**config.mk**
```make
export PLATFORM = sky130hd
export DESIGN_NAME = gfb_cell
export DESIGN_NICKNAME = d
export VERILOG_FILES = /design/src/gfb_pkg.sv /design/src/gfb_cell.sv
export SDC_FILE = /design/constraint.sdc
export NUM_CORES = 2
export LEC_CHECK = 0
export BUFFER_PORTS_ARGS = -buffer_cell sky130_fd_sc_hd__buf_4
export CAP_MARGIN = 30
export CORE_MARGIN = 8
export CORE_UTILIZATION = 30
export DETAILED_ROUTE_END_ITERATION = 6
export GPL_ROUTABILITY_DRIVEN = 0
export PLACE_DENSITY_LB_ADDON = 0.2
export REMOVE_ABC_BUFFERS = 1
export SLEW_MARGIN = 15
export SYNTH_ARGS = -nofsm -noshare
export SYNTH_HDL_FRONTEND = slang
export SYNTH_SLANG_ARGS = --single-unit
export TNS_END_PERCENT = 20
```
**constraint.sdc**
```tcl
create_clock -name clk -period 17.5 [get_ports clk]
set_input_delay 0.875 -clock clk [delete_from_list [all_inputs] [get_ports clk]]
set_output_delay 0.875 -clock clk [all_outputs]
set_load 0.03 [all_outputs]
```
**src/gfb_pkg.sv**
```systemverilog
`timescale 1ns / 1ps
package gfb_pkg;
  localparam int AspectWidth = 21;
  localparam int RadiusWidth = 17;
  localparam int DivisionWidth = 22;
  localparam int AspectFloor = 7;
endpackage

```
**src/gfb_cell.sv**
```systemverilog
`timescale 1ns / 1ps
module gfb_cell #(
  parameter int FRAC_BITS = 16,
  parameter int RW = 17,
  parameter int MW = 22
) (
  input  logic                            clk,
  input  logic                            en,
  input  logic [MW-1:0]                   prev_lo,
  input  logic [MW-1:0]                   prev_hi,
  input  logic [gfb_pkg::AspectWidth-1:0] prev_ax,
  input  logic [RW-1:0]                   prev_rad,
  output logic [MW-1:0]                   lo,
  output logic [MW-1:0]                   hi,
  output logic [gfb_pkg::AspectWidth-1:0] ax,
  output logic [RW-1:0]                   rad
);
  import gfb_pkg::*;
  localparam int QW = MW + 4;
  localparam logic [QW-1:0] ONE_Q = QW'(1) << FRAC_BITS;

  logic [MW:0] sum;
  logic [MW-1:0] mid;
  logic [MW+2:0] m5;
  logic signed [QW-1:0] qx, qy, rq, qm;
  logic px, py, big;
  logic [RW-1:0] mx, my;
  logic [2*RW:0] dist2, rad2;
  logic fits;

  always_comb begin
    sum = {1'b0, prev_lo} + {1'b0, prev_hi};
    mid = sum[MW:1];
    m5 = (MW+3)'({mid, 2'b00}) + (MW+3)'(mid);
    rq = $signed(QW'(prev_rad));
    qx = $signed({1'b0, m5}) - $signed(QW'(prev_ax)) + rq;
    qy = $signed(QW'({mid, 2'b00})) - $signed(ONE_Q) + rq;
    px = qx > 0;
    py = qy > 0;
    big = (px && qx >= rq) || (py && qy >= rq);
    mx = px ? qx[RW-1:0] : '0;
    my = py ? qy[RW-1:0] : '0;
    dist2 = (2*RW+1)'(mx) * (2*RW+1)'(mx) + (2*RW+1)'(my) * (2*RW+1)'(my);
    rad2 = (2*RW+1)'(prev_rad) * (2*RW+1)'(prev_rad);
    qm = (qx > qy) ? qx : qy;
    if (px || py) begin
      fits = !big && (dist2 < rad2);
    end else begin
      fits = qm < rq;
    end
  end

  always_ff @(posedge clk) begin
    if (en) begin
      lo <= fits ? mid : prev_lo;
      hi <= fits ? prev_hi : mid;
      ax <= prev_ax;
      rad <= prev_rad;
    end
  end
endmodule
```
### Yosys cells after proc, flatten, opt, wreduce, memory -nomap -nowiden

Cells that the tools add are included.
W data, S select, Z words.

| cells by class | value |
|---|---|
| $lt $le $gt $ge | 7 |
| mux-type cells | 6 |
| multiply operators | 3 |
| reductions and logical operators | 6 |
| add/subtract/negate cells | 7 |

Operators with widths:

| operator | count |
|---|---|
| $mul A17 B17 Y34 | 3 |
| $ge A26 B18 Y1 | 2 |
| $gt A26 B1 Y1 const B | 2 |
| $mux W22 | 2 |
| $add A34 B34 Y35 | 1 |
| $lt A35 B34 Y1 | 1 |
| $mux W17 | 2 |
| $add A25 B18 Y26 | 1 |
| $add A26 B18 Y26 | 1 |
| $gt A26 B26 Y1 | 1 |
| $lt A26 B18 Y1 | 1 |
| $mux W26 | 1 |
| $sub A25 B21 Y26 | 1 |
| $add A24 B22 Y25 | 1 |
| $sub A24 B17 Y25 const B | 1 |
| $add A22 B22 Y23 | 1 |
| $logic_and A1 B1 Y1 | 3 |
| $logic_or A1 B1 Y1 | 2 |
| $logic_not A1 Y1 | 1 |
| $mux W1 | 1 |

| word-level totals | value |
|---|---|
| bits in registers | 82 |
| input bits | 84 |

### Longest topological paths before layout

| logic depth | value |
|---|---|
| word-level depth | 12 |
| mapped depth | 71 |

### Least setup slack after synthesis

OpenSTA, ideal clock, no wires.

| path | value |
|---|---|
| path type | input-to-reg |
| start point | input prev_lo[1] |
| end point | register hi[0], data pin |
| slack | 1.921 ns |
| data required time | 17.240 ns |
| arrival | 15.318 ns |
| buffers on the path | 1 |
| cell stages on the path | 62 |
| path through | inv_1 fa_1 nand2b_1 a21o_1 a31o_2 xnor2_1 inv_1 fa_1 fa_1 inv_1 ha_1 and2_1 a2111oi_0 a21oi_1 xnor2_1 inv_1 nor4_1 nand3_1 (+26 left out) nand2b_1 xor2_1 ha_1 a21o_1 a21o_1 a21o_1 a21o_1 a21o_1 a21o_1 a21oi_1 nor2_1 a2111oi_0 nor2_1 a211o_1 a2111oi_4 mux2i_4 buf_6 mux2_4 |

| on the way | value |
|---|---|
| word-level cells in the longest chain between the ends | 12 |
| elaborated cells between the ends (all ways) | 27 |
| classes of those cells | add/sub (7); mul (2); order compare (7); mux (5); reduce/logical (6) |

RTL lines:

| item | line | source |
|---|---|---|
| start: declaration | gfb_cell.sv:9 | `input logic [MW-1:0] prev_lo,` |
| $add A22 B22 Y23 (*) | gfb_cell.sv:32 | `sum = {1'b0, prev_lo} + {1'b0, prev_hi};` |
| $add A24 B22 Y25 | gfb_cell.sv:34 | `m5 = (MW+3)'({mid, 2'b00}) + (MW+3)'(mid);` |
| $sub A25 B21 Y26 | gfb_cell.sv:36 | `qx = $signed({1'b0, m5}) - $signed(QW'(prev_ax)) + rq;` |
| $add A26 B18 Y26 | gfb_cell.sv:36 |  |
| $gt A26 B1 Y1 | gfb_cell.sv:38 | `px = qx > 0;` |
| $mux W17 | gfb_cell.sv:41 | `mx = px ? qx[RW-1:0] : '0;` |
| $mul A17 B17 Y34 | gfb_cell.sv:43 | `dist2 = (2*RW+1)'(mx) * (2*RW+1)'(mx) + (2*RW+1)'(my) * (2*RW+1)'(my);` |
| $add A34 B34 Y35 | gfb_cell.sv:43 |  |
| $lt A35 B34 Y1 | gfb_cell.sv:47 | `fits = !big && (dist2 < rad2);` |
| $logic_and A1 B1 Y1 | gfb_cell.sv:47 |  |
| $mux W1 | gfb_cell.sv:46 | `if (px \|\| py) begin` |
| $mux W22 (*) | gfb_cell.sv:56 | `hi <= fits ? prev_hi : mid;` |
| end signal: assignment | gfb_cell.sv:56 |  |
| end: declaration | gfb_cell.sv:14 | `output logic [MW-1:0] hi,` |

Every way passes the cells marked *; elsewhere a longest branch is shown, timed or not.
A chain may end at the register's enable or synchronous reset.

### Worst setup path in the final report

| path | value |
|---|---|
| start point | input prev_lo[1] |
| end point | register lo[2], data pin |

| on the way | value |
|---|---|
| word-level cells in the longest chain between the ends | 12 |
| elaborated cells between the ends (all ways) | 27 |
| classes of those cells | add/sub (7); mul (2); order compare (7); mux (5); reduce/logical (6) |

RTL lines:

| item | line | source |
|---|---|---|
| $add A22 B22 Y23 (*) | gfb_cell.sv:32 |  |
| $add A24 B22 Y25 | gfb_cell.sv:34 |  |
| $sub A25 B21 Y26 | gfb_cell.sv:36 |  |
| $add A26 B18 Y26 | gfb_cell.sv:36 |  |
| $gt A26 B1 Y1 | gfb_cell.sv:38 |  |
| $mux W17 | gfb_cell.sv:41 |  |
| $mul A17 B17 Y34 | gfb_cell.sv:43 |  |
| $add A34 B34 Y35 | gfb_cell.sv:43 |  |
| $lt A35 B34 Y1 | gfb_cell.sv:47 |  |
| $logic_and A1 B1 Y1 | gfb_cell.sv:47 |  |
| $mux W1 | gfb_cell.sv:46 |  |
| $mux W22 (*) | gfb_cell.sv:55 | `lo <= fits ? mid : prev_lo;` |
| end signal: assignment | gfb_cell.sv:55 |  |
| end: declaration | gfb_cell.sv:13 | `output logic [MW-1:0] lo,` |

Marked as above.

==> results.sh <==
export IMPL_status="complete, no violations"
export IMPL_max_cap_viol_count=0
export IMPL_cts_root_buffer="clkbuf_16"
export IMPL_async_reset_ff_share_pct=0
export IMPL_cts_hold_buf=0
export IMPL_rows=124
export IMPL_crit_slowest_cell="a2111oi_0"
export IMPL_worstPathMaxFanout=44
export IMPL_synth_top_family_by_area="adder cells"
export IMPL_nets=5229
export IMPL_layout_common_cells="1009 x inv_1, 672 x fa_1, 477 x ha_1, 296 x nor2_1, 292 x nand2_1"
export IMPL_yosys_warnings=0
export IMPL_finalHoldViolations=0
export IMPL_dr_pass1_iters=5
export IMPL_arrival_ns=16.72
export IMPL_hold_path_class="input pin to flip-flop"
export IMPL_track_usage_pct=17.5
export IMPL_fillerInstances=12000
export IMPL_drt_iter0_markers=1393
export IMPL_synth_ff_type="edfxtp_1"
export IMPL_layout_commonest_cell="inv_1"
export IMPL_synth_compound_area_share_pct=8.94
export IMPL_setup_worst_path_start_class="input pin"
export IMPL_synth_edff_count=82
export IMPL_avgSynthCellArea_sq_um=9.14
export IMPL_core_area_sq_mm=0.114
export IMPL_min_to="ax[17]"
export IMPL_dp_hpwl_mm=96.2
export IMPL_syn2layout_area_growth_pct=11.4
export IMPL_max_stage_delay_ns=0.61
export IMPL_io_buffer_count=165
export IMPL_dpl_cell_count=5497
export IMPL_yosys_area_top_type="fa_1"
export IMPL_synthAdderAreaFrac_pct=56.2
export IMPL_antenna_found_initial=1
export IMPL_grt_start_max_net_pins=62
export IMPL_fin_cells=5514
export IMPL_ys_ff_latch=82
export IMPL_multi_input_area_sq_mm=0.0280
export IMPL_yosysUniqueCellTypes=82
export IMPL_period_share_pct=94.9
export IMPL_synth_cells=3782
export IMPL_dpl_instance_area_sq_mm=0.0382
export IMPL_slew_violations=0
export IMPL_worstSetupEndpointType="flip-flop"
export IMPL_vias=25900
export IMPL_numCtsBuffers=9
export IMPL_cts_path_max_buffers=2
export IMPL_post_cts_repair_setup_buffers=0
export IMPL_die_width_um=355
export IMPL_hold_slack_ns=0.702
export IMPL_drive_above_1_share_pct=9.00
export IMPL_required_ns=17.61
export IMPL_ios=166
export IMPL_synthMuxAreaShare_pct=1.80
export IMPL_hold_depth=1
export IMPL_cts_tree="built"
export IMPL_dieArea_sq_mm=0.126
export IMPL_yosysSeqAreaShare_pct=7.13
export IMPL_grt_pass1_vias=27800
export IMPL_synth_area_leaders="fa_1 39%, ha_1 17%, inv_1 11%"
export IMPL_hp_start="prev_ax[17]"
export IMPL_clk_pin_slew_ns=0.07
export IMPL_avgRoutedWirePerCell_um=19.8
export IMPL_grt_pass1_wl_mm=172
export IMPL_path_class="input pin to flip-flop"
export IMPL_synthSimpleGateAreaFrac_pct=10.4
export IMPL_min_period_ns=16.61
export IMPL_seq_area_sq_mm=0.00246
export IMPL_cts_sinks=82
export IMPL_ant_nets=0
export IMPL_max_freq_ghz=0.0602
export IMPL_drt_wl_total_mm=109
export IMPL_vias_per_cell=4.70
export IMPL_synth_xor_area_share_pct=3.55
export IMPL_synth_top_area_share_pct=38.9
export IMPL_drc_errors=0
export IMPL_grt_remaining_overflow=0
export IMPL_critical_path_most_common_cell="fa_1"
export IMPL_worstMarginPinSlew_ns=0.893
export IMPL_die_h_um=355
export IMPL_final_area_sq_mm=0.0385
export IMPL_max_slew_margin_pct=39.9
export IMPL_start_util_pct=30.2
export IMPL_clock_tree_htree_level_count=3
export IMPL_setup_violations=0
export IMPL_syn_area_sq_mm=0.0346
worst max-delay path: cells and delay by family:
family | cells | cell delay, ns
adders and majority gates | 14 | 6.47
AOI/OAI and AO/OA | 20 | 4.95
and+or+nand+nor | 12 | 1.77
buffers and inverters | 14 | 1.34
xor gates and xnor gates | 3 | 0.77
muxes | 2 | 0.48
logic make-up after synthesis:
family / after synthesis
mux: 43
flops: 82
xor+xnor: 140
compound gates: 459
fa+ha+maj: 1149
simple gates: 817
buf+inv: 1092
final cells by class:
type / instances / area share (%)
diodes: 1 / 0.00650
clock buffers: 9 / 0.585
clock inverters: 7 / 0.218
inverters: 1034 / 10.1
multi-input cells: 2608 / 72.7
flip-flops and latches: 82 / 6.40
well taps: 1512 / 4.91
repair buffers: 261 / 5.12
routing by layer:
layer | global-route usage (%) | up-vias | part of all wire [%] | wire, um
met5 | 0 | - | 0.012 | 13
met3 | 1.68 | 162 | 4.7 | 5140
met2 | 28.4 | 700 | 45 | 49700
met4 | 5.13 | 2 | 3.4 | 3690
met1 | 24.8 | 12900 | 46 | 50800
li1 | - | 12200 | - | -
cells in the mapped netlist (all sizes together), types with 17 or more instances:
cell type  instances
a21o              72
a21oi            119
clkbuf            47
clkinv            22
edfxtp            82
fa               672
ha               477
inv             1012
mux2              40
nand2            292
nand2b            28
nand3             41
nand4             22
nor2             296
nor2b             17
nor3              32
o21a              32
o21ai             94
or3               19
xnor2             90
xor2              50
stage by stage:
step	TNS, ns	setup WS, ns	util (%)
floorplan	0	1.33	-
detailed placement	0	0.530	33.4
CTS	0	0.857	33.6
global route	-0.0108	-0.0108	33.7
finish	0	0.895	33.7
global placement	0	0.568	33.4
how the worst max path moves through the flow:
stage | from | end | slack, ns | depth (start not counted)
2_1_floorplan | prev_lo[1] | lo[21] | 1.33 | 63
3_3_place_gp | prev_lo[2] | lo[2] | 0.57 | 60
3_5_place_dp | prev_lo[2] | lo[2] | 0.53 | 60
4_1_cts | prev_lo[2] | lo[2] | 0.86 | 60
5_1_grt | prev_lo[8] | lo[2] | -0.01 | 67
6_report | prev_lo[1] | lo[2] | 0.89 | 65
what timing repair did:
item / CTS / global route
resized for setup: 0 / 7
endpoints found under the setup margin: 0 / 42
endpoints found under the hold margin: 0 / 0
sequential cells by signal, indices dropped and copies added (netlist names):
register	cells
ax	21
hi	22
lo	22
rad	17
Power is not shown: default switching activity piles up to over one toggle a cycle in this logic, so the estimate is an artifact.
