===== src/gfb_pkg.sv =====
`timescale 1ns / 1ps
package gfb_pkg;
  localparam int AspectWidth = 21;
  localparam int RadiusWidth = 17;
  localparam int DivisionWidth = 22;
  localparam int AspectFloor = 7;
endpackage


===== src/gfb_prep.sv =====
`timescale 1ns / 1ps
module gfb_prep #(
  parameter int FRAC_BITS = 16,
  parameter int RW = 17,
  parameter int MW = 22
) (
  input  logic                               clk,
  input  logic                               en,
  input  logic [gfb_pkg::AspectWidth-1:0]    face_aspect,
  input  logic [gfb_pkg::RadiusWidth-1:0]    corner_radius,
  output logic [gfb_pkg::AspectWidth-1:0]    ax,
  output logic [RW-1:0]                      rad,
  output logic [MW-1:0]                      hi
);
  import gfb_pkg::*;
  localparam int XW = (AspectWidth > RW) ? AspectWidth : RW;
  localparam int CW = (RadiusWidth > RW) ? RadiusWidth : RW;
  localparam logic [XW-1:0] ONE_X = XW'(1) << FRAC_BITS;
  localparam logic [CW-1:0] ONE_C = CW'(1) << FRAC_BITS;

  logic [AspectWidth-1:0] axf;
  logic [XW-1:0] axe;
  logic [CW-1:0] cre;
  logic [RW-1:0] crc;
  logic [RW-1:0] amin;
  logic [2*RW-1:0] prod;
  logic [XW-1:0] amax;

  always_comb begin
    axf = (face_aspect < AspectWidth'(AspectFloor)) ? AspectWidth'(AspectFloor) : face_aspect;
    axe = XW'(axf);
    cre = CW'(corner_radius);
    crc = (cre > ONE_C) ? RW'(ONE_C) : RW'(cre);
    amin = (axe < ONE_X) ? RW'(axe) : RW'(ONE_X);
    prod = (2*RW)'(crc) * (2*RW)'(amin);
    amax = (axe > ONE_X) ? axe : ONE_X;
  end

  always_ff @(posedge clk) begin
    if (en) begin
      ax <= axf;
      rad <= RW'(prod >> FRAC_BITS);
      hi <= MW'({amax, 1'b0});
    end
  end
endmodule


===== config.mk =====
export PLATFORM = sky130hd
export DESIGN_NAME = gfb_prep
export DESIGN_NICKNAME = d
export VERILOG_FILES = /design/src/gfb_pkg.sv /design/src/gfb_prep.sv
export SDC_FILE = /design/constraint.sdc
export NUM_CORES = 1
export LEC_CHECK = 0
export CORE_ASPECT_RATIO = 0.8
export CORE_UTILIZATION = 42
export DETAILED_ROUTE_END_ITERATION = 8
export DONT_BUFFER_PORTS = 1
export GPL_TIMING_DRIVEN = 1
export PLACE_DENSITY_LB_ADDON = 0.05
export SYNTH_ARGS = -nofsm -noshare
export SYNTH_HDL_FRONTEND = slang
export SYNTH_SLANG_ARGS = --single-unit

===== constraint.sdc =====
create_clock -name clk -period 9.23 [get_ports clk]
set_input_delay 0.4615 -clock clk [delete_from_list [all_inputs] [get_ports clk]]
set_output_delay 0.4615 -clock clk [all_outputs]
set_load 0.1 [all_outputs]

=== Yosys cells after proc, flatten, opt, wreduce, memory -nomap -nowiden ===
Index checks and enable logic that the tools add are counted.

* Multipliers: 1
* Order comparisons: 4
* Multiplexer cells: 3

{| class="wikitable"
|+ Operators by type and width
! kind !! count
|-
| $mux 17 || 2
|-
| $mul 17x17->33 || 1
|-
| $gt 21x17->1 const B || 1
|-
| $lt 21x17->1 const B || 1
|-
| $lt 21x3->1 const B || 1
|-
| $mux 21 || 1
|-
| $gt 17x17->1 const B || 1
|}

* Logic and storage cells: 11
* Output and inout bits: 60
* Flip-flop bits (word level): 59
* Input bits: 40

=== Longest topological paths before layout ===
Gate-level depths: netlist of the first run.

* Word-level depth: 5
* Gate-level depth with buffers: 28

=== Worst setup path before layout of the first run ===
OpenSTA, ideal clock, no wires.

* Path kind: input to register
* From: input face_aspect[18] in the netlist's numbering
* To: register rad[14] (data pin)
* Setup slack: 2.370 ns
* Path buffers: 1
* Library setup time: 0.258 ns
* Stages on the path: 25
* Data arrival time: 6.602 ns
* Path through: nor4_1 nand4_1 nor4_1 and2_1 or2_2 and2_1 buf_4 nand2_1 fa_1 fa_1 fa_1 inv_1 fa_1 fa_1 inv_1 fa_1 inv_1 ha_1 a211o_1 a221oi_2 o21ai_1 a311oi_1 nor3_2 a211oi_2 xnor2_1

* Word-level cells in the longest chain between the ends: 5

{| class="wikitable"
|+ RTL lines
! what !! RTL line !! RTL
|-
| from (decl) || gfb_prep.sv:9 || <nowiki>input logic [gfb_pkg::AspectWidth-1:0] face_aspect,</nowiki>
|-
| $lt 21x3->1 (*) || gfb_prep.sv:30 || <nowiki>axf = (face_aspect < AspectWidth'(AspectFloor)) ? AspectWidth'(AspectFloor) : face_aspect;</nowiki>
|-
| $mux 21 (*) || gfb_prep.sv:30 ||
|-
| net axe[2] || gfb_prep.sv:22 || <nowiki>logic [XW-1:0] axe;</nowiki>
|-
| $lt 21x17->1 || gfb_prep.sv:34 || <nowiki>amin = (axe < ONE_X) ? RW'(axe) : RW'(ONE_X);</nowiki>
|-
| $mux 17 (*) || gfb_prep.sv:34 ||
|-
| $mul 17x17->33 (*) || gfb_prep.sv:35 || <nowiki>prod = (2*RW)'(crc) * (2*RW)'(amin);</nowiki>
|-
| net prod[30] || gfb_prep.sv:26 || <nowiki>logic [2*RW-1:0] prod;</nowiki>
|-
| to (signal assigned) || gfb_prep.sv:42 || <nowiki>rad <= RW'(prod >> FRAC_BITS);</nowiki>
|-
| to (decl) || gfb_prep.sv:12 || <nowiki>output logic [RW-1:0] rad,</nowiki>
|}

The timed path passes the listed nets; every way through them passes the cells marked *.
A chain may end at the register's enable or synchronous reset.

=== Worst setup path in the final report of the first run ===
Same ends and word-level chain as after synthesis.

==> reports/results.tsv, run 1 <==
metric	value	unit
synthCells	1188	
p_switching	0.000398	W
io_buffers	0	
slew_violations	0	
critPathLaunchType	primary input	
path_clk_slew	60	ps
setup_viol	0	
drive_above_1_share	3.23	%
cts_buffer_depth	2	
crit_required	9320	ps
gp_congestion	0.889	
wl_per_cell	19.9	um
synth_seq_cells	59	
finalHoldViolations	0	
die_y	147	um
grt_use_total	24.1	%
drcViolationCount	0	
cts_made_buffers	9	
vdd_drop_max	0.0789	mV
rsz0062_at_grt	false	
tightest_slew	1090	ps
ys.flop_type	edfxtp_1	
clock-sinks	59	
finalNetCount	1505	
final_common_cell	inv_1	
first_global_vias	7973	
highest_layer	met4	
viasPerCell	5.02	
synth_top_cell_area_share	40.1	%
setup.worst_path.start	face_aspect[18]	
multi_input_area	8030	um^2
nFillCells	2511	
cts_tree	done	
wirelength	29800	um
ant_nets	0	
cp_max_fo	12	
start_util	43.2	%
ys_async_sr_fraction	0	%
pwr-share-comb	14.2	%
timing.fmax	128	MHz
finalNonFillerCells	1498	
power_density	82.0	nW/um^2
htree_num_levels	3	
yosysSeqAreaShare	16.0	%
diodes	0	
synth_fp_nets	1551	
final_util	45.2	%
synth_cell_types	48	
maxCapViolations	0	
synthTopCellsByArea	fa_1 40%, edfxtp_1 16%, ha_1 12%	
dr.pass1.iters	4	
worstSetupEndpointType	register	
seq_area	1770	um^2
grt.overflow.total	0	
syn_area	11000	um^2
yosys_warnings	0	
crit_chain	nor4_1 > nand4_1 > nor4_1 > and2_1 > or2_2 > and2_1 > nand2_1 > fa_1 > fa_1 > fa_1 > inv_1 > fa_1 > fa_1 > inv_1 > fa_1 > inv_1 > ha_1 > a211o_1 > a221oi_2 > o21ai_1 > a311oi_1 > nor3_2 > a211oi_2 > xnor2_1	
dr_wl_met2	12000	um
worstPathArrival	7890	ps
p_int	0.000549	W
relSlewSlack	27.2	%
status	completed	
hold-path-endpoint	hi[19]	
synth_area_per_cell	9.29	um^2
vias	7520	
io_pins	100	
fin_crit	7800	ps
holdPathStages	0	
cpPeakStageDelay	680	ps
clock_power_share	33.1	%
slowest_stage	nor4_1	
drt_iter0_drc	443	
hpwl	24800	um
antenna_found_initial	0	
synth_edf_count	59	
crit_top_cell	fa_1	
min_from	face_aspect[18]	
final_cell_mix	259 x inv_1, 221 x fa_1, 194 x nand2_1	
cts-resized-gates	0	
die_w	183	um
grt_max_degree	60	
grt_pass1_wl	47600	um
core_area	25600	um^2
power_leakage	5.76	nW
place_inst	1482	
area_growth	4.64	%
cts-root-buf	clkbuf_16	
worstSetupPathType	in2reg	
synth_top_cell_by_area	fa_1	
min_path_type	in2reg	
pwr-share-seq	52.7	%
cts_setup_buffers	0	
fin_tns_setup	0	ps
wl_met1	14700	um
period_share	84.6	%
netSwitchingFraction	42.0	%
wl_met3	2570	um
cts_hold_buf	0	
dieArea	26900	um^2
core.rowCount	52	
registers in the layout (all words and copies together) (netlist names):
register,flops
hi,21
ax,21
rad,17
cell families after synthesis:
family                   count (synthesis)  synth area share, %
adder cells (fa/ha/maj)                323                 51.6
XOR/XNOR                                20                 1.59
buffers and inverters                  325                 11.2
AO/OA/AOI/OAI                           49                 3.39
other                                    1               0.0340
flip-flops                              59                 16.0
AND/OR/NAND/NOR                        411                 16.1
metrics by stage:
step | power, W | area [um^2] | hold slack, ps | setup WS, ps
after CTS | 0.000958 | 11600 | 211 | 1330
final | 0.000947 | 11600 | 220 | 1430
after detailed placement | 0.000637 | 11300 | 561 | 983
after global routing | 0.000985 | 11600 | 208 | 845
after global placement | 0.000640 | 11300 | 561 | 1120
after floorplan | 0.000597 | 11000 | 574 | 2370
final cells by class:
class,instances,share of cell area [%]
clock buffers,9,1.95
clock inverters,7,0.379
inverters,259,8.42
flip-flops and latches,59,15.3
repair buffers,9,0.585
multi-input cells,804,69.5
well taps,351,3.80
cell usage after synthesis, types with 2 or more instances:
| library cell | instances |
|---|---|
| inv_1 | 259 |
| fa_1 | 221 |
| nand2_1 | 194 |
| nor2_1 | 120 |
| ha_1 | 102 |
| edfxtp_1 | 59 |
| clkbuf_1 | 55 |
| and2_1 | 39 |
| a21oi_1 | 15 |
| xnor2_1 | 14 |
| and3_1 | 13 |
| nand3_1 | 12 |
| nor4_1 | 8 |
| a21o_1 | 7 |
| nor2b_1 | 7 |
| buf_2 | 6 |
| xor2_1 | 6 |
| nand4_1 | 5 |
| nor3_1 | 5 |
| o21ai_0 | 4 |
| buf_4 | 3 |
| a211oi_2 | 2 |
| a221oi_2 | 2 |
| a31oi_1 | 2 |
| buf_1 | 2 |
| nor3_2 | 2 |
| o21bai_1 | 2 |
| or2_2 | 2 |
power by group through the flow:
| stage | combinational (W) | clock, W | sequential (W) |
|---|---|---|---|
| 6_report | 0.000135 | 0.000313 | 0.000499 |
| 4_1_cts | 0.000135 | 0.000322 | 0.000500 |
| 3_3_place_gp | 0.000135 | 0 | 0.000505 |
| 2_1_floorplan | 0.0000961 | 0 | 0.000501 |
| 3_5_place_dp | 0.000132 | 0 | 0.000505 |
| 5_1_grt | 0.000151 | 0.000332 | 0.000502 |
critical path: cells and delay by family:
kind	cells	cell delay, ps
fa+ha+maj	7	3290
compound gates	5	1620
buf+inv	3	150
simple gates	8	2290
xor+xnor	1	80
worst max-delay path by stage:
stage | end | depth (start not counted)
CTS | rad[16] | 24
finish | rad[14] | 24
global placement | rad[14] | 24
floorplan | rad[14] | 25
detailed placement | rad[16] | 24
global route | rad[14] | 24
per-layer routing:
metal,vias up,track usage [%]
met3,27,6.79
met5,-,0
met4,0,4.96
li1,3461,-
met2,296,33.0
met1,3736,37.4
Power figures use the tool's default switching activity.
==> run 2, diff against run 1 <==
==> constraint.sdc (replaced) <==
create_clock -name clk -period 6.6 [get_ports clk]
set_input_delay 0.33 -clock clk [delete_from_list [all_inputs] [get_ports clk]]
set_output_delay 0.33 -clock clk [all_outputs]
set_load 0.1 [all_outputs]
==> run 2 against run 1 <==
Against the previous run:
- utilization grew 5.7 points
- critical path type unchanged
- worst setup slack lost 1300 ps
- first-iteration DRC count grew 28%
- cell count grew 8.9%
- non-clock buffer count grew 133
- via count grew 6.3%
- clock power grew 71%
- critical path depth grew 1
==> reports/results.tsv, run 2 (synthesis results as in run 1) <==
metric	value	unit
cts_made_buffers	9	
fin_area	13000	um^2
holdPathStages	0	
vdd_drop_max	0.149	mV
p_int	0.000886	W
rsz0062_at_grt	true	
cts_buffer_depth	2	
worstSetupEndpointType	register	
pwr-share-seq	47.6	%
power_density	113	nW/um^2
netSwitchingFraction	39.6	%
crit_required	6690	ps
path_clk_slew	60	ps
htree_num_levels	3	
hpwl	26100	um
core.rowCount	52	
min_path_type	in2reg	
clock_power_share	36.4	%
start_util	43.2	%
fin_crit	6460	ps
finalNetCount	1638	
cts_hold_buf	0	
tightest_slew	983	ps
cts_tree	done	
place_area	12500	um^2
antenna_found_initial	0	
final_cell_mix	258 x inv_1, 215 x fa_1, 191 x nand2_1	
io_buffers	0	
relSlewSlack	34.6	%
first_global_vias	8481	
status	completed	
dr.pass1.iters	6	
fin_tns_setup	0	ps
min_from	face_aspect[18]	
diodes	0	
hold_ws	85.2	ps
grt_max_degree	60	
gp_congestion	0.925	
pwr-share-comb	16.0	%
drive_above_1_share	15.9	%
reg.largest.list	ax: 21 flops, hi: 21 flops, rad: 17 flops	
hold-path-endpoint	hi[19]	
cts-root-buf	clkbuf_16	
grt_pass1_wl	49400	um
worstPathArrival	6550	ps
critPathLaunchType	primary input	
io_pins	100	
setup_viol	0	
viasPerCell	4.90	
dieArea	26900	um^2
slew_violations	0	
vias	7992	
grt.overflow.total	0	
final_common_cell	inv_1	
cp_max_fo	7	
final_util	50.9	%
p_switching	0.000580	W
core_area	25600	um^2
power_leakage	6.52	nW
wirelength	30500	um
die_y	147	um
clock-sinks	59	
ant_nets	0	
drt_iter0_drc	566	
finalHoldViolations	0	
grt_use_total	24.7	%
drcViolationCount	0	
nFillCells	2408	
wl_per_cell	18.7	um
area_growth	17.8	%
die_w	183	um
timing.fmax	155	MHz
period_share	97.9	%
worstSetupPathType	in2reg	
maxCapViolations	0	
run 2: changes by cell type in the layout (fill, tap and decap cells not counted), sizes merged:
cell      change
buf         +133
clkinvlp      -3
bufinv        +2
clkinv        +1
run 2: layer usage:
layer / global-route usage [%] / vias up / share of wire, %
met1: 39.6 / 3957 / 51
met3: 7.04 / 24 / 8.9
met5: 0 / - / 0
met4: 4.25 / 0 / 1.2
li1: - / 3719 / -
met2: 32.9 / 292 / 39
run 2: stage by stage:
stage,setup slack (ps),std cells,power [W]
after global routing,-146,1631,0.00152
after detailed placement,-544,1612,0.000930
after global placement,-544,1612,0.000934
final,139,1631,0.00147
after CTS,41.0,1628,0.00147
after floorplan,7.23,1188,0.000836
run 2: cell type report:
cell class	count	area, um^2	area share, %
Clock buffer	9	225	1.73
Clock inverter	7	100	0.769
Inverter	259	972	7.47
Multi-Input combinational cell	804	8240	63.3
Sequential cell	59	1770	13.6
Tap cell	351	439	3.38
Timing Repair Buffer	142	1260	9.72
run 2: worst max-delay path by stage:
stage / endpoint / startpoint / cells after the start / slack [ps]
after floorplan: rad[14] / face_aspect[18] / 25 / 7
final: rad[14] / corner_radius[7] / 25 / 140
after global routing: rad[14] / face_aspect[20] / 25 / -150
after global placement: rad[14] / face_aspect[18] / 26 / -540
after CTS: rad[10] / face_aspect[18] / 27 / 40
after detailed placement: rad[14] / face_aspect[18] / 26 / -540
run 2: power by group through the flow:
| stage | Clock (W) | Combinational, W | Sequential, W |
|---|---|---|---|
| after floorplan | 0 | 0.000135 | 0.000701 |
| after global placement | 0 | 0.000228 | 0.000706 |
| after detailed placement | 0 | 0.000225 | 0.000705 |
| after CTS | 0.000545 | 0.000230 | 0.000698 |
| after global routing | 0.000560 | 0.000261 | 0.000702 |
| final | 0.000535 | 0.000235 | 0.000698 |
run 2: worst max-delay path: stages:
cell and delay [ps]:
nor4_1 330, nand4_1 130, nand2_1 210, buf_4 150, buf_4 120, and2_1 290, nand3_1 140, fa_1 500
inv_1 50, fa_1 610, fa_1 480, fa_1 530, fa_1 500, inv_1 50, fa_1 470, inv_1 40
ha_1 290, a21o_1 170, a21o_1 190, a21oi_2 150, o211ai_1 120, a311oi_2 290, nor3_4 90, a211oi_2 210
xnor2_1 100
run 2: repair_timing:
| action | 4_1_cts | 5_1_grt |
|---|---|---|
| resized for setup | 7 | 36 |
| pin swaps | 4 | 32 |
| buffers inserted | 0 | 5 |
| endpoints found under the setup margin | 10 | 12 |
| hold endpoints to repair | 0 | 0 |
==> run 3, diff against run 2 <==
--- a/config.mk
+++ b/config.mk
@@ -9,7 +9,7 @@
 export CORE_UTILIZATION = 42
 export DETAILED_ROUTE_END_ITERATION = 8
 export DONT_BUFFER_PORTS = 1
-export GPL_TIMING_DRIVEN = 1
+export GPL_TIMING_DRIVEN = 0
 export PLACE_DENSITY_LB_ADDON = 0.05
 export SYNTH_ARGS = -nofsm -noshare
 export SYNTH_HDL_FRONTEND = slang
==> run 3 against run 2 <==
Against the previous run:
- the run now ends with negative setup slack left
- combinational power decreased by 12%
- sequential cell count unchanged
- sequential power barely moved
- largest power group unchanged
- sequential share of layout area increased by 0.88 points
- critical endpoint is now rad[16]
- worst hold slack got worse by 5.3 ps
- count of clock-buffer cells in the layout unchanged
- die area did not move
==> reports/results.tsv, run 3 (synthesis results as in run 1) <==
metric	value	unit
status	finished with violations	
violations	negative setup slack	
crit_required	6690	ps
core_area	25600	um^2
worstSetupEndpointType	register	
cts_made_buffers	9	
critPathLaunchType	primary input	
cts_buffer_depth	2	
finalNetCount	1574	
fin_crit	6680	ps
period_share	101	%
start_util	43.2	%
core.rowCount	52	
final_common_cell	inv_1	
worstPathArrival	6770	ps
vdd_drop_max	0.130	mV
cp_max_fo	7	
ant_nets	0	
vias	7856	
wl_per_cell	19.4	um
crit_end	rad[16]	
drive_above_1_share	8.96	%
grt_pass1_wl	49300	um
antenna_found_initial	0	
timing.fmax	150	MHz
cts_hold_buf	0	
path_clk_slew	80	ps
rsz0062_at_grt	true	
power	0.00141	W
worstSetupPathType	in2reg	
cts-root-buf	clkbuf_16	
slew_violations	0	
wirelength	30500	um
cts_tree	done	
fin_area	12200	um^2
final_util	47.8	%
power_leakage	6.04	nW
area_growth	10.7	%
finalNonFillerCells	1567	
hpwl	25300	um
tightest_slew	928	ps
io_pins	100	
power_density	115	nW/um^2
dr.pass1.iters	5	
htree_num_levels	3	
drt_iter0_drc	525	
gp_congestion	0.979	
place_inst	1539	
maxCapViolations	0	
setup_viol	8	
fin_ws	-81.2	ps
grt_use_total	24.7	%
die_y	147	um
grt_max_degree	60	
hold_ws	79.8	ps
place_area	11500	um^2
relSlewSlack	38.3	%
reg.largest.list	ax: 21 flops, hi: 21 flops, rad: 17 flops	
final_cell_mix	257 x inv_1, 216 x fa_1, 188 x nand2_1	
drcViolationCount	0	
finalHoldViolations	0	
io_buffers	0	
clock-sinks	59	
grt.overflow.total	0	
setup.worst_path.start	face_aspect[18]	
viasPerCell	5.01	
dieArea	26900	um^2
diodes	0	
min_path_type	in2reg	
first_global_vias	8340	
die_w	183	um
## run 3: cell count changes in the layout (fill, tap and decap cells not counted), sizes merged
cell	change
buf	-114
bufinv	-1
clkbuf	+50
clkinv	-2
clkinvlp	+2
inv	+1
## run 3: worst max-delay path, stage by stage
cell and delay (ps):
nor4_4 350, nand4_1 170, nor4_2 330, and2_1 200, or2_4 130, and2_4 150
buf_12 130, nand2_2 60, fa_1 570, fa_1 430, fa_1 490, inv_1 50
fa_1 480, fa_1 520, inv_1 50, fa_1 500, inv_2 50, ha_4 210
a211o_1 320, a221oi_4 240, buf_12 170, o21ai_4 90, a31oi_4 220, o21bai_4 120
a221oi_4 290, xnor2_1 90
## run 3: worst min-delay path by stage
| stage | from | to | slack (ps) | depth (start not counted) |
|---|---|---|---|---|
| 2_1_floorplan | en | ax[0] | 440 | 0 |
| 3_3_place_gp | en | rad[1] | 450 | 0 |
| 3_5_place_dp | en | rad[1] | 450 | 0 |
| 4_1_cts | en | rad[1] | 70 | 0 |
| 5_1_grt | en | rad[1] | 70 | 0 |
| 6_report | en | rad[1] | 80 | 0 |
## run 3: what timing repair did
action                                 CTS  global route
setup buffers                           12             7
pin swaps                               23            26
setup endpoints to repair               17            13
resized for setup                       59            22
endpoints found under the hold margin    0             0
## run 3: power breakdown
part | leakage, nW | internal [W] | switching (W)
Combinational | 5.32 | 0.0000721 | 0.000133
Sequential | 0.575 | 0.000453 | 0.000244
Clock | 0.142 | 0.000295 | 0.000211
Total | 6.04 | 0.000821 | 0.000588
## run 3: per-layer routing
layer  wire length (um)  GRT usage [%]  vias to the layer above
met4                353           4.50                        0
met1              14600           37.6                     3950
met2              12400           34.7                      296
met3               3020           7.54                       20
li1                   -              -                     3590
met5                  0              0                        -
## run 3: final cells by class
class	instances	area [um^2]
Timing Repair Buffer	18	160
Tap cell	351	439
Clock buffer	9	225
Multi-Input combinational cell	804	8260
Sequential cell	59	1770
Clock inverter	7	76.3
Buffer	60	309
Inverter	259	972
Fill cell	2500	13400
## run 3: through the flow
stage | setup WS [ps] | TNS [ps]
final | -81.2 | -390
after global routing | -321 | -3080
after CTS | -24.2 | -24.2
after detailed placement | -1500 | -19070
after global placement | -1510 | -19330
after floorplan | 7.23 | 0
